File: config.mk
export PLATFORM = sky130hd
export DESIGN_NAME = backlight_pulse_step_dimmer
export DESIGN_NICKNAME = d
export VERILOG_FILES = /design/src/rtl/core/bpsd_pkg.sv /design/src/rtl/core/bpsd_seq.sv /design/src/rtl/core/bpsd_dpath.sv /design/src/rtl/core/backlight_pulse_step_dimmer.sv
export SDC_FILE = /design/constraint.sdc
export NUM_CORES = 1
export LEC_CHECK = 0
export BUFFER_PORTS_ARGS = -buffer_cell sky130_fd_sc_hd__buf_2
export CAP_MARGIN = 20
export CELL_PAD_IN_SITES_DETAIL_PLACEMENT = 0
export CELL_PAD_IN_SITES_GLOBAL_PLACEMENT = 1
export CORE_MARGIN = 2
export CORE_UTILIZATION = 31
export CTS_CLUSTER_SIZE = 24
export DETAILED_ROUTE_END_ITERATION = 10
export HOLD_SLACK_MARGIN = 0.15
export MAX_ROUTING_LAYER = met4
export PLACE_DENSITY = 0.63
export SYNTH_ARGS = -nofsm -noshare
export SYNTH_HDL_FRONTEND = slang
export SYNTH_HIERARCHICAL = 1
export SYNTH_SLANG_ARGS = --single-unit
File: constraint.sdc
create_clock -name clk -period 4.1 [get_ports clk]
set_clock_uncertainty 0.2 [all_clocks]
set_input_delay 0.615 -clock clk [delete_from_list [all_inputs] [get_ports clk]]
set_output_delay 0.615 -clock clk [all_outputs]
set_load 0.005 [all_outputs]
File: src/rtl/core/bpsd_pkg.sv
// Shared types, constants and microprogram for the backlight pulse-step dimmer.
package bpsd_pkg;

	localparam int unsigned LVL_W  = 6;
	localparam int unsigned TICK_W = 10;
	localparam int unsigned REQ_W  = 8;
	localparam int unsigned UPC_W  = 4;
	localparam int unsigned ADDR_W = 5;
	localparam int unsigned DATA_W = 32;

	localparam logic [LVL_W-1:0] RESTART_LEVEL = 6'd16;
	localparam logic [LVL_W-1:0] RESET_LEVEL   = 6'd6;

	localparam logic [TICK_W-1:0] UP_LOW_RST      = 10'd10;
	localparam logic [TICK_W-1:0] DOWN_LOW_RST    = 10'd200;
	localparam logic [TICK_W-1:0] GAP_RST         = 10'd3;
	localparam logic [TICK_W-1:0] OFF_HOLD_RST    = 10'd800;
	localparam logic [TICK_W-1:0] ENABLE_HOLD_RST = 10'd5;

	// register indexes (byte address / 4)
	localparam logic [2:0] REG_UP_LOW      = 3'd0;
	localparam logic [2:0] REG_DOWN_LOW    = 3'd1;
	localparam logic [2:0] REG_GAP         = 3'd2;
	localparam logic [2:0] REG_OFF_HOLD    = 3'd3;
	localparam logic [2:0] REG_ENABLE_HOLD = 3'd4;

	// pin actions
	localparam logic [1:0] ACT_LOW      = 2'd0;
	localparam logic [1:0] ACT_OFF_HOLD = 2'd1;
	localparam logic [1:0] ACT_ENABLE   = 2'd2;
	localparam logic [1:0] ACT_STEP     = 2'd3;

	// jump conditions
	localparam logic [2:0] COND_NEVER    = 3'd0;
	localparam logic [2:0] COND_ALWAYS   = 3'd1;
	localparam logic [2:0] COND_NO_INPUT = 3'd2;
	localparam logic [2:0] COND_PWR_OFF  = 3'd3;
	localparam logic [2:0] COND_REQ_ZERO = 3'd4;
	localparam logic [2:0] COND_CUR_NZ   = 3'd5;
	localparam logic [2:0] COND_REQ_EQ   = 3'd6;
	localparam logic [2:0] COND_MORE     = 3'd7;

	// level register operations
	localparam logic [1:0] LVL_HOLD    = 2'd0;
	localparam logic [1:0] LVL_RESTART = 2'd1;
	localparam logic [1:0] LVL_REQ     = 2'd2;
	localparam logic [1:0] LVL_ZERO    = 2'd3;

	// microprogram addresses
	localparam logic [UPC_W-1:0] UA_WAIT   = 4'd0;
	localparam logic [UPC_W-1:0] UA_PWR    = 4'd1;
	localparam logic [UPC_W-1:0] UA_ZERO   = 4'd2;
	localparam logic [UPC_W-1:0] UA_CURCHK = 4'd3;
	localparam logic [UPC_W-1:0] UA_ENABLE = 4'd4;
	localparam logic [UPC_W-1:0] UA_CMP    = 4'd5;
	localparam logic [UPC_W-1:0] UA_STEP   = 4'd6;
	localparam logic [UPC_W-1:0] UA_STORE  = 4'd7;
	localparam logic [UPC_W-1:0] UA_PWROFF = 4'd8;
	localparam logic [UPC_W-1:0] UA_OFF    = 4'd9;
	localparam logic [UPC_W-1:0] UA_LAST   = UA_OFF;

	typedef struct packed {
		logic              take_input;
		logic              emit;
		logic [1:0]        action;
		logic [2:0]        cond;
		logic [UPC_W-1:0]  target;
		logic [1:0]        lvl_op;
		logic              load_cnt;
	} ucode_t;

	typedef struct packed {
		logic   go;
		ucode_t uw;
	} ctrl_t;

	typedef struct packed {
		logic in_fire;
		logic pwr_off;
		logic req_zero;
		logic cur_nz;
		logic req_eq;
		logic more;
		logic slot_free;
	} status_t;

	typedef struct packed {
		logic [TICK_W-1:0] up_low;
		logic [TICK_W-1:0] down_low;
		logic [TICK_W-1:0] gap;
		logic [TICK_W-1:0] off_hold;
		logic [TICK_W-1:0] enable_hold;
	} cfg_t;

	function automatic ucode_t uc(input logic take, input logic emit, input logic [1:0] act,
			input logic [2:0] cond, input logic [UPC_W-1:0] tgt, input logic [1:0] lop,
			input logic ldc);
		ucode_t w;
		w.take_input = take;
		w.emit       = emit;
		w.action     = act;
		w.cond       = cond;
		w.target     = tgt;
		w.lvl_op     = lop;
		w.load_cnt   = ldc;
		return w;
	endfunction

	// control store: false condition falls through to the next address
	function automatic ucode_t ucode_rom(input logic [UPC_W-1:0] upc);
		ucode_t w;
		case (upc)
			UA_WAIT:   w = uc(1'b1, 1'b0, ACT_LOW, COND_NO_INPUT, UA_WAIT, LVL_HOLD, 1'b0);
			UA_PWR:    w = uc(1'b0, 1'b0, ACT_LOW, COND_PWR_OFF, UA_PWROFF, LVL_HOLD, 1'b0);
			UA_ZERO:   w = uc(1'b0, 1'b0, ACT_LOW, COND_REQ_ZERO, UA_OFF, LVL_HOLD, 1'b0);
			UA_CURCHK: w = uc(1'b0, 1'b0, ACT_LOW, COND_CUR_NZ, UA_CMP, LVL_HOLD, 1'b0);
			UA_ENABLE: w = uc(1'b0, 1'b1, ACT_ENABLE, COND_NEVER, UA_WAIT, LVL_RESTART, 1'b0);
			UA_CMP:    w = uc(1'b0, 1'b0, ACT_LOW, COND_REQ_EQ, UA_WAIT, LVL_HOLD, 1'b1);
			UA_STEP:   w = uc(1'b0, 1'b1, ACT_STEP, COND_MORE, UA_STEP, LVL_HOLD, 1'b0);
			UA_STORE:  w = uc(1'b0, 1'b0, ACT_LOW, COND_ALWAYS, UA_WAIT, LVL_REQ, 1'b0);
			UA_PWROFF: w = uc(1'b0, 1'b1, ACT_LOW, COND_ALWAYS, UA_WAIT, LVL_HOLD, 1'b0);
			UA_OFF:    w = uc(1'b0, 1'b1, ACT_OFF_HOLD, COND_ALWAYS, UA_WAIT, LVL_ZERO, 1'b0);
			default:   w = uc(1'b0, 1'b0, ACT_LOW, COND_ALWAYS, UA_WAIT, LVL_HOLD, 1'b0);
		endcase
		return w;
	endfunction

endpackage

File: src/rtl/core/bpsd_seq.sv
// Microcode sequencer: step counter, control store lookup and conditional jumps.
module bpsd_seq (
	input  logic              clk,
	input  logic              arst_n,
	input  bpsd_pkg::status_t st,
	output bpsd_pkg::ctrl_t   ctrl
);

	logic [bpsd_pkg::UPC_W-1:0] upc_q;
	logic [bpsd_pkg::UPC_W-1:0] upc_nxt;
	bpsd_pkg::ucode_t           uw;
	logic                       go;
	logic                       taken;

	assign uw = bpsd_pkg::ucode_rom(upc_q);

	// stall an emitting step until the output register has room
	assign go = !(uw.emit && !st.slot_free);

	always_comb begin
		case (uw.cond)
			bpsd_pkg::COND_NEVER:    taken = 1'b0;
			bpsd_pkg::COND_ALWAYS:   taken = 1'b1;
			bpsd_pkg::COND_NO_INPUT: taken = !st.in_fire;
			bpsd_pkg::COND_PWR_OFF:  taken = st.pwr_off;
			bpsd_pkg::COND_REQ_ZERO: taken = st.req_zero;
			bpsd_pkg::COND_CUR_NZ:   taken = st.cur_nz;
			bpsd_pkg::COND_REQ_EQ:   taken = st.req_eq;
			bpsd_pkg::COND_MORE:     taken = st.more;
			default:                 taken = 1'b0;
		endcase
	end

	always_comb begin
		if (!go) begin
			upc_nxt = upc_q;
		end else if (taken) begin
			upc_nxt = uw.target;
		end else begin
			upc_nxt = upc_q + bpsd_pkg::UPC_W'(1);
		end
	end

	always_ff @(posedge clk or negedge arst_n) begin
		if (!arst_n) begin
			upc_q <= bpsd_pkg::UA_WAIT;
		end else begin
			upc_q <= upc_nxt;
		end
	end

	assign ctrl.go = go;
	assign ctrl.uw = uw;

	a_upc_range: assert property (@(posedge clk) disable iff (!arst_n)
		upc_q <= bpsd_pkg::UA_LAST)
		else $error("microprogram counter out of range");

	a_stall_holds: assert property (@(posedge clk) disable iff (!arst_n)
		(uw.emit && !st.slot_free) |=> (upc_q == $past(upc_q)))
		else $error("sequencer advanced over a stalled emit");

	a_accept_dispatch: assert property (@(posedge clk) disable iff (!arst_n)
		st.in_fire |=> (upc_q == bpsd_pkg::UA_PWR))
		else $error("accepted word not dispatched");

endmodule

File: src/rtl/core/bpsd_dpath.sv
// Datapath: request latch, level and step count registers, event build, output register.
module bpsd_dpath #(
	parameter int unsigned MAX_LEVEL = 32
) (
	input  logic                         clk,
	input  logic                         arst_n,
	input  logic                         s_tvalid,
	input  logic [bpsd_pkg::REQ_W-1:0]   s_tdata,
	input  logic                         s_tuser,
	input  bpsd_pkg::ctrl_t              ctrl,
	input  bpsd_pkg::cfg_t               cfg,
	output bpsd_pkg::status_t            st,
	output logic                         m_tvalid,
	input  logic                         m_tready,
	output logic [23:0]                  m_tdata,
	output logic [2:0]                   m_tuser,
	output logic                         m_tlast
);

	localparam logic [bpsd_pkg::LVL_W-1:0] MAX_LVL = bpsd_pkg::LVL_W'(MAX_LEVEL);
	localparam int unsigned LVL_CEIL = (MAX_LEVEL > 16) ? MAX_LEVEL : 16;

	logic [bpsd_pkg::LVL_W-1:0]  req_q;
	logic                        pwr_q;
	logic [bpsd_pkg::LVL_W-1:0]  cur_q;
	logic [bpsd_pkg::LVL_W-1:0]  cnt_q;
	logic                        down_q;
	logic                        in_fire;
	logic                        fire;
	logic [bpsd_pkg::LVL_W-1:0]  req_sat;
	logic                        req_lt;

	logic                        out_valid_q;
	logic [1:0]                  act_q;
	logic                        sdown_q;
	logic [bpsd_pkg::TICK_W-1:0] low_q;
	logic [bpsd_pkg::TICK_W-1:0] high_q;
	logic                        last_q;

	logic                        ev_down;
	logic [bpsd_pkg::TICK_W-1:0] ev_low;
	logic [bpsd_pkg::TICK_W-1:0] ev_high;
	logic                        ev_last;

	assign in_fire = s_tvalid && ctrl.uw.take_input;
	assign fire    = ctrl.go;
	assign req_sat = (s_tdata > bpsd_pkg::REQ_W'(MAX_LEVEL)) ? MAX_LVL
		: s_tdata[bpsd_pkg::LVL_W-1:0];
	assign req_lt  = req_q < cur_q;

	always_ff @(posedge clk) begin
		if (in_fire) begin
			req_q <= req_sat;
			pwr_q <= s_tuser;
		end
		if (fire && ctrl.uw.load_cnt) begin
			cnt_q  <= req_lt ? (cur_q - req_q) : (req_q - cur_q);
			down_q <= req_lt;
		end else if (fire && ctrl.uw.emit && ctrl.uw.action == bpsd_pkg::ACT_STEP) begin
			cnt_q <= cnt_q - bpsd_pkg::LVL_W'(1);
		end
	end

	always_ff @(posedge clk or negedge arst_n) begin
		if (!arst_n) begin
			cur_q <= bpsd_pkg::RESET_LEVEL;
		end else if (fire) begin
			case (ctrl.uw.lvl_op)
				bpsd_pkg::LVL_HOLD:    cur_q <= cur_q;
				bpsd_pkg::LVL_RESTART: cur_q <= bpsd_pkg::RESTART_LEVEL;
				bpsd_pkg::LVL_REQ:     cur_q <= req_q;
				bpsd_pkg::LVL_ZERO:    cur_q <= '0;
				default:               cur_q <= cur_q;
			endcase
		end
	end

	// event fields for the action the current step emits
	always_comb begin
		ev_down = 1'b0;
		ev_low  = '0;
		ev_high = '0;
		ev_last = 1'b1;
		case (ctrl.uw.action)
			bpsd_pkg::ACT_LOW: begin
				ev_last = 1'b1;
			end
			bpsd_pkg::ACT_OFF_HOLD: begin
				ev_low = cfg.off_hold;
			end
			bpsd_pkg::ACT_ENABLE: begin
				ev_high = cfg.enable_hold;
				ev_last = (req_q == bpsd_pkg::RESTART_LEVEL);
			end
			bpsd_pkg::ACT_STEP: begin
				ev_down = down_q;
				ev_low  = down_q ? cfg.down_low : cfg.up_low;
				ev_high = cfg.gap;
				ev_last = (cnt_q == bpsd_pkg::LVL_W'(1));
			end
			default: begin
				ev_last = 1'b1;
			end
		endcase
	end

	always_ff @(posedge clk or negedge arst_n) begin
		if (!arst_n) begin
			out_valid_q <= 1'b0;
		end else if (fire && ctrl.uw.emit) begin
			out_valid_q <= 1'b1;
		end else if (m_tready) begin
			out_valid_q <= 1'b0;
		end
	end

	always_ff @(posedge clk) begin
		if (fire && ctrl.uw.emit) begin
			act_q   <= ctrl.uw.action;
			sdown_q <= ev_down;
			low_q   <= ev_low;
			high_q  <= ev_high;
			last_q  <= ev_last;
		end
	end

	assign st.in_fire   = in_fire;
	assign st.pwr_off   = !pwr_q;
	assign st.req_zero  = (req_q == '0);
	assign st.cur_nz    = (cur_q != '0);
	assign st.req_eq    = (req_q == cur_q);
	assign st.more      = (cnt_q != bpsd_pkg::LVL_W'(1));
	assign st.slot_free = !out_valid_q || m_tready;

	assign m_tvalid = out_valid_q;
	assign m_tdata  = {4'b0000, high_q, low_q};
	assign m_tuser  = {sdown_q, act_q};
	assign m_tlast  = last_q;

	a_level_bound: assert property (@(posedge clk) disable iff (!arst_n)
		32'(cur_q) <= LVL_CEIL)
		else $error("stored level above ceiling");

	a_step_count: assert property (@(posedge clk) disable iff (!arst_n)
		(fire && ctrl.uw.emit && ctrl.uw.action == bpsd_pkg::ACT_STEP) |-> (cnt_q != '0))
		else $error("step pulse with empty count");

	a_no_overwrite: assert property (@(posedge clk) disable iff (!arst_n)
		(fire && ctrl.uw.emit) |-> (!out_valid_q || m_tready))
		else $error("result overwritten before it was taken");

endmodule

File: src/rtl/core/backlight_pulse_step_dimmer.sv
// Top level of the backlight pulse-step dimmer: register file, sequencer and datapath.
//
// Turns one brightness request word into the timed pin events that move a
// pulse-counting LED driver from the stored level to the requested one. Each
// result word is one pin event (action, direction, low and high time in ticks)
// with tlast on the final event of the request. A request with power off gives
// one plain low event; a request of zero gives one off-hold event and stores 0;
// leaving zero gives an enable event first and the driver is taken to restart
// at level 16; then one step pulse per level of difference follows. An equal
// request with a nonzero stored level gives no word at all. A small microprogram
// steps the datapath one control word per clock while no emitting step is stalled
// by an untaken word in the output register; the step-pulse loop emits one word
// per cycle while the output side keeps tready high. A new request is accepted
// only when the sequencer is back at its wait step, while the last word of the
// previous request may still sit in the output register. The user must write the
// timing registers through the APB port only while the block is idle; the block
// itself does not enforce this.
module backlight_pulse_step_dimmer #(
	parameter int unsigned MAX_LEVEL = 32
) (
	input  logic                          clk,
	input  logic                          arst_n,
	// request stream
	input  logic                          s_tvalid,
	output logic                          s_tready,
	input  logic [7:0]                    s_tdata,   // [7:0] level_request
	input  logic                          s_tuser,   // [0] power_on
	// pin event stream
	output logic                          m_tvalid,
	input  logic                          m_tready,
	output logic [23:0]                   m_tdata,   // [9:0] low_time, [19:10] high_time
	output logic [2:0]                    m_tuser,   // [1:0] pin_action, [2] step_down
	output logic                          m_tlast,   // last_event
	// configuration
	input  logic                          psel,
	input  logic                          penable,
	input  logic                          pwrite,
	input  logic [bpsd_pkg::ADDR_W-1:0]   paddr,
	input  logic [bpsd_pkg::DATA_W-1:0]   pwdata,
	output logic [bpsd_pkg::DATA_W-1:0]   prdata,
	output logic                          pready
);

	bpsd_pkg::cfg_t    cfg_q;
	bpsd_pkg::ctrl_t   ctrl;
	bpsd_pkg::status_t st;
	logic              wr_en;
	logic [2:0]        reg_idx;
	logic [bpsd_pkg::TICK_W-1:0] wval;
	logic [bpsd_pkg::TICK_W-1:0] rd_val;

	assign pready  = 1'b1;
	assign wr_en   = psel && penable && pwrite && pready;
	assign reg_idx = paddr[4:2];
	assign wval    = pwdata[bpsd_pkg::TICK_W-1:0];

	// register writes; addresses past the last register are dropped
	always_ff @(posedge clk or negedge arst_n) begin
		if (!arst_n) begin
			cfg_q.up_low      <= bpsd_pkg::UP_LOW_RST;
			cfg_q.down_low    <= bpsd_pkg::DOWN_LOW_RST;
			cfg_q.gap         <= bpsd_pkg::GAP_RST;
			cfg_q.off_hold    <= bpsd_pkg::OFF_HOLD_RST;
			cfg_q.enable_hold <= bpsd_pkg::ENABLE_HOLD_RST;
		end else if (wr_en) begin
			case (reg_idx)
				bpsd_pkg::REG_UP_LOW:      cfg_q.up_low      <= wval;
				bpsd_pkg::REG_DOWN_LOW:    cfg_q.down_low    <= wval;
				bpsd_pkg::REG_GAP:         cfg_q.gap         <= wval;
				bpsd_pkg::REG_OFF_HOLD:    cfg_q.off_hold    <= wval;
				bpsd_pkg::REG_ENABLE_HOLD: cfg_q.enable_hold <= wval;
				default: begin
				end
			endcase
		end
	end

	// read back; unmapped addresses read zero
	always_comb begin
		case (reg_idx)
			bpsd_pkg::REG_UP_LOW:      rd_val = cfg_q.up_low;
			bpsd_pkg::REG_DOWN_LOW:    rd_val = cfg_q.down_low;
			bpsd_pkg::REG_GAP:         rd_val = cfg_q.gap;
			bpsd_pkg::REG_OFF_HOLD:    rd_val = cfg_q.off_hold;
			bpsd_pkg::REG_ENABLE_HOLD: rd_val = cfg_q.enable_hold;
			default:                   rd_val = '0;
		endcase
	end

	assign prdata = bpsd_pkg::DATA_W'(rd_val);

	// the wait step of the microprogram is the only one that takes a request
	assign s_tready = ctrl.uw.take_input;

	bpsd_seq u_seq (
		.clk    (clk),
		.arst_n (arst_n),
		.st     (st),
		.ctrl   (ctrl)
	);

	bpsd_dpath #(
		.MAX_LEVEL (MAX_LEVEL)
	) u_dpath (
		.clk      (clk),
		.arst_n   (arst_n),
		.s_tvalid (s_tvalid),
		.s_tdata  (s_tdata),
		.s_tuser  (s_tuser),
		.ctrl     (ctrl),
		.cfg      (cfg_q),
		.st       (st),
		.m_tvalid (m_tvalid),
		.m_tready (m_tready),
		.m_tdata  (m_tdata),
		.m_tuser  (m_tuser),
		.m_tlast  (m_tlast)
	);

endmodule
==> Word level (Yosys, flattened, before mapping) <==
Memory sizes are Yosys's and may differ from the RTL's.
Cells that the tools add are included.
{ "totals": {"reg_bits": 99, "rom_bits": 224, "inputBits": 53, "output_inout_bits": 63, "wordCells": 86, "n_memories": 1} }
{ "memory_table": {"columns": ["name", "depth", "word_bits", "rd", "rd_ports_with_merged_regs", "wr", "line", "rtl"], "rows": [
  ["(no name shown)", 16, 14, 1, 0, 0, "bpsd_pkg.sv:112", "case (upc)"]
]} }
{ "op_classes": {"addsub": 4, "magnitude_cmp": 2, "eq_ne": 21, "n_mux": 13, "bitwise": 2, "reduce_logical": 26} }
{ "ops": {"columns": ["cell", "n"], "rows": [
  ["$pmux W10 S5", 1],
  ["$pmux W10 S2", 2],
  ["$mux W6", 3],
  ["$pmux W6 S3", 1],
  ["$eq A3 B3 Y1 const B", 5],
  ["$eq A3 B2 Y1 const B", 4],
  ["$reduce_and A2 Y1", 6],
  ["$sub A6 B6 Y6", 2],
  ["$mux W10", 1],
  ["$eq A2 B2 Y1 const B", 4],
  ["$gt A8 B6 Y1 const B", 1],
  ["$pmux W1 S8", 1],
  ["$logic_and A1 B1 Y1", 7],
  ["$eq A3 B1 Y1 const B", 2],
  ["$eq A6 B1 Y1 const B", 1],
  ["$eq A6 B5 Y1 const B", 1],
  ["$eq A6 B6 Y1", 1],
  ["$logic_not A3 Y1", 2],
  ["$logic_not A6 Y1", 1],
  ["$lt A6 B6 Y1", 1],
  ["$ne A6 B1 Y1 const B", 1],
  ["$reduce_bool A6 Y1", 1],
  ["$sub A6 B1 Y6 const B", 1],
  ["$logic_not A1 Y1", 5],
  ["other kinds (9)", 13]
]} }

==> Longest topological paths before layout <==
{ "logic_depth": {"depth_word": 9, "ltp_mapped": 12, "depth_no_buf": 9} }

==> Hierarchy <==
Netlist, hierarchy kept.
{ "by_module_without_submodules": {"columns": ["mod", "n_inst", "cells_per_inst", "area_each_um2", "seq_area_each_um2"], "rows": [
  ["bpsd_dpath", 1, 254, 2773.9, 1318.8],
  ["backlight_pulse_step_dimmer", 1, 190, 2543.7, 1266.2],
  ["bpsd_seq", 1, 79, 623.1, 100.1]
]} }

==> Worst setup path after synthesis <==
No wires, ideal clock.
{ "synth_path": {"path_type": "register -> register", "startpoint": "reg u_seq/upc_q[0] in the netlist's numbering", "endpoint": "reg u_dpath/cnt_q[0] in the netlist's numbering (enable)", "setup_ns": 0.257, "arrival_time_ns": 2.390, "required_ns": 3.643, "path_slack_ns": 1.253, "stages_incl_launch_ff": 8, "n_path_buf": 1, "period_less_slack_ns": 2.847, "cell_sequence": "dfrtp_1 > nor3b_1 > a21o_1 > nor2b_1 > inv_1 > buf_4 > and2_1 > a31o_2"} }
{ "synth_rtl": {"columns": ["item", "line", "rtl"], "rows": [
  ["from (decl)", "bpsd_seq.sv:9", "logic [bpsd_pkg::UPC_W-1:0] upc_q;"],
  ["from (signal assigned)", "bpsd_seq.sv:46", "upc_q <= bpsd_pkg::UA_WAIT;"],
  ["from (signal assigned)", "bpsd_seq.sv:48", "upc_q <= upc_nxt;"],
  ["to (signal assigned)", "bpsd_dpath.sv:57", "cnt_q <= req_lt ? (cur_q - req_q) : (req_q - cur_q);"],
  ["to (signal assigned)", "bpsd_dpath.sv:60", "cnt_q <= cnt_q - bpsd_pkg::LVL_W'(1);"],
  ["to (decl)", "bpsd_dpath.sv:26", "logic [bpsd_pkg::LVL_W-1:0] cnt_q;"]
]} }

==> impl_metrics.env <==
export IMPL_leakagePower_nw=2.99
export IMPL_postCtsSetupRepairBufs=0
export IMPL_route_vias_total=4076
export IMPL_port_buffers=64
export IMPL_outcome="completed"
export IMPL_postPlaceCellArea_sq_mm=0.00636
export IMPL_final_min_period_over_clock_period_pct=74.1
export IMPL_initialDrtViolationCount=376
export IMPL_fillers=1829
export IMPL_timing_final_ws_setup_ns=1.06
export IMPL_max_slew_worst_pin_slew_ns=0.910
export IMPL_category_of_the_critical_setup_timing_path="flip-flop to flip-flop"
export IMPL_startpoint="u_seq/upc_q[2]"
export IMPL_dp_hpwl_microns=10100
export IMPL_core_area_sq_mm=0.0187
export IMPL_std_cell_rows=50
export IMPL_critical_path_startpoint_type="flip-flop"
export IMPL_hold_class="primary input to flip-flop"
export IMPL_hold_viol=0
export IMPL_grt_first_pass_wirelength_microns=22800
export IMPL_cts_sinks=99
export IMPL_globalRoute_busiestLayer="met2"
export IMPL_drv_slew=0
export IMPL_vdd_ir_drop_max_mv=0.209
export IMPL_max_slew_margin_pct=39.1
export IMPL_numCtsBuffers=9
export IMPL_num_nets_final=651
export IMPL_initial_utilization_pct=31.7
export IMPL_place_worst_setup_slack_ns=1.03
export IMPL_syn_instance_count=519
export IMPL_grt_setup_unrepaired="false"
export IMPL_drt_vias_per_instance=4.99
export IMPL_pin_count=116
export IMPL_ff2ff_setup_slack_ns=1.06
export IMPL_avgRoutedWirePerCell_microns=17.3
export IMPL_fmaxAchievable_ghz=0.329
export IMPL_gr_usage_met2_pct=23.2
export IMPL_die_w_microns=142
export IMPL_cts_htree_levels=3
export IMPL_postRouteAntennaNets=0
export IMPL_drc=0
export IMPL_fin_cells=817
export IMPL_synthesis_area_sq_mm=0.00592
export IMPL_tritoncts="built"
export IMPL_grt_start_max_net_pins=47
export IMPL_antennaDiodeCount=0
export IMPL_final_setup_tns_ns=0
export IMPL_area_growth_syn_to_layout_pct=13.4
export IMPL_grt_pass1_vias=4157
export IMPL_layout_min_cycle_time_ns=3.04
export IMPL_max_cap_violations=0
export IMPL_p_total_mw=3.81
export IMPL_synth_area_per_cell_sq_um=11.4
export IMPL_power_per_cell_area_mw_per_mm2=567
export IMPL_timing_rr_end="u_dpath/cnt_q[5]"
export IMPL_track_usage_pct=14.8
export IMPL_met3_layer_usage_reported_by_global_route_pct=1.68
export IMPL_globalplace_congestion=0.815
export IMPL_r2r_cells=9
export IMPL_worst_setup_path_end_kind="flip-flop"
export IMPL_detail_route_first_pass_iterations=5
export IMPL_cp_max_fo=15
export IMPL_initial_antenna_violation_count=0
export IMPL_r2r_start="u_seq/upc_q[2]"
export IMPL_globalRouteOverflowTotal=0
export IMPL_groute_layer_met1_usage_pct=19.6
export IMPL_chipHeight_microns=142
export IMPL_clkSlewWorstSetupHoldPaths_ns=0.07
export IMPL_ratio_of_cells_with_drive_above_1_in_the_final_layout_pct=32.2
export IMPL_placed_cells=798
export IMPL_cp_data_required_time_ns=4.00
export IMPL_whs_path_depth=1
export IMPL_final_cell_area_sq_mm=0.00672
export IMPL_number_of_setup_violations_in_the_final_report=0
export IMPL_max_clock_path_buffers=2
export IMPL_cts_root_buf="sky130_fd_sc_hd__clkbuf_16"
export IMPL_critical_path_endpoint="u_dpath/cnt_q[5]"
export IMPL_clk_insertion_delay_late_ns=0.35
export IMPL_worst_ep_arrival_time_ns=2.94
export IMPL_die_area_sq_mm=0.0202
export IMPL_yosys_warnings=6
export IMPL_wl_microns=14200
[power by group]
| group | switching, mW | leakage [nW] | internal, mW | total [mW] |
|---|---|---|---|---|
| clock | 0.376 | 0.159 | 0.531 | 0.907 |
| combinational | 0.755 | 1.73 | 0.612 | 1.37 |
| sequential | 0.195 | 1.10 | 1.34 | 1.54 |
| total | 1.33 | 2.99 | 2.48 | 3.81 |
[cell type report]
type | count | area [sq um] | area share, %
clock buffer | 12 | 268 | 3.99
clock inverter | 4 | 52.6 | 0.782
inverter | 25 | 93.8 | 1.40
multi-input combinational | 364 | 2880 | 42.9
sequential | 99 | 2690 | 40.0
tap | 234 | 293 | 4.36
timing repair buffer | 79 | 445 | 6.63
[how the worst min path moves through the flow]
stage | to | startpoint | slack (ns)
4_1_cts | u_dpath/pwr_q | s_tuser | 0.23
2_1_floorplan | cfg_q[10] | arst_n | 0.12
6_report | u_dpath/pwr_q | s_tuser | 0.24
3_3_place_gp | u_dpath/cur_q[5] | u_dpath/cur_q[5] | 0.26
3_5_place_dp | u_dpath/cur_q[5] | u_dpath/cur_q[5] | 0.26
5_1_grt | u_dpath/pwr_q | s_tuser | 0.24
[cells in the final DEF, fill, tap and decap left out, types with 3 or more instances in the layout]
cell and count:
sky130_fd_sc_hd__buf_2 65, sky130_fd_sc_hd__mux2_2 50, sky130_fd_sc_hd__dfrtp_1 47, sky130_fd_sc_hd__edfxtp_1 38, sky130_fd_sc_hd__nand2_1 29, sky130_fd_sc_hd__conb_1 27
sky130_fd_sc_hd__mux2i_1 26, sky130_fd_sc_hd__inv_1 24, sky130_fd_sc_hd__nor2_1 21, sky130_fd_sc_hd__nor2b_1 18, sky130_fd_sc_hd__ha_1 18, sky130_fd_sc_hd__o21ai_0 16
sky130_fd_sc_hd__dfstp_2 14, sky130_fd_sc_hd__and2_1 14, sky130_fd_sc_hd__nand3_1 12, sky130_fd_sc_hd__buf_4 12, sky130_fd_sc_hd__mux2_4 11, sky130_fd_sc_hd__a22oi_1 10
sky130_fd_sc_hd__a32oi_1 10, sky130_fd_sc_hd__clkbuf_16 10, sky130_fd_sc_hd__o211a_1 10, sky130_fd_sc_hd__a21oi_1 10, sky130_fd_sc_hd__nor3_1 6, sky130_fd_sc_hd__o21a_1 5
sky130_fd_sc_hd__a31oi_1 5, sky130_fd_sc_hd__nand2b_1 4, sky130_fd_sc_hd__a211oi_1 4, sky130_fd_sc_hd__o22ai_1 4, sky130_fd_sc_hd__nor3b_1 3, sky130_fd_sc_hd__a21o_1 3
sky130_fd_sc_hd__and3_1 3, sky130_fd_sc_hd__xor2_1 3
[timing repair]
item	4_1_cts	5_1_grt
hold buffers	0	1
resized for setup	0	0
hold endpoints to repair	0	6
[critical path: stages (launching register included)]
cell	delay [ns]
sky130_fd_sc_hd__dfrtp_1	0.53
sky130_fd_sc_hd__nor3b_2	0.24
sky130_fd_sc_hd__a21o_1	0.18
sky130_fd_sc_hd__nor2b_1	0.17
sky130_fd_sc_hd__inv_1	0.37
sky130_fd_sc_hd__nand2_1	0.24
sky130_fd_sc_hd__inv_1	0.39
sky130_fd_sc_hd__nand2_1	0.10
sky130_fd_sc_hd__a211o_1	0.23
sky130_fd_sc_hd__and3_1	0.15
[layer usage]
metal  wire length [microns]  up-vias
met1                    6670     2026
met4                     295        0
met3                     397       17
met2                    6790       89
met5                       0        -
li1                        -     1944
[per-stage QoR]
stage / utilization [%] / hold WS (ns)
2_1_floorplan: - / 0.119
3_3_place_gp: 34.0 / 0.263
3_5_place_dp: 34.0 / 0.260
4_1_cts: 35.7 / 0.228
5_1_grt: 35.9 / 0.238
6_report: 35.9 / 0.237
[sequential cells by signal, indices dropped and copies added, names as in the netlist]
name              flops
u_seq/upc_q           4
u_dpath/cur_q         6
u_dpath/m_tlast       1
u_dpath/low_q        10
u_dpath/m_tvalid      1
u_dpath/pwr_q         1
u_dpath/down_q        1
u_dpath/sdown_q       1
u_dpath/req_q         6
u_dpath/high_q       10
cfg_q                50
u_dpath/cnt_q         6
u_dpath/act_q         2
Power figures use the tool's default switching activity.
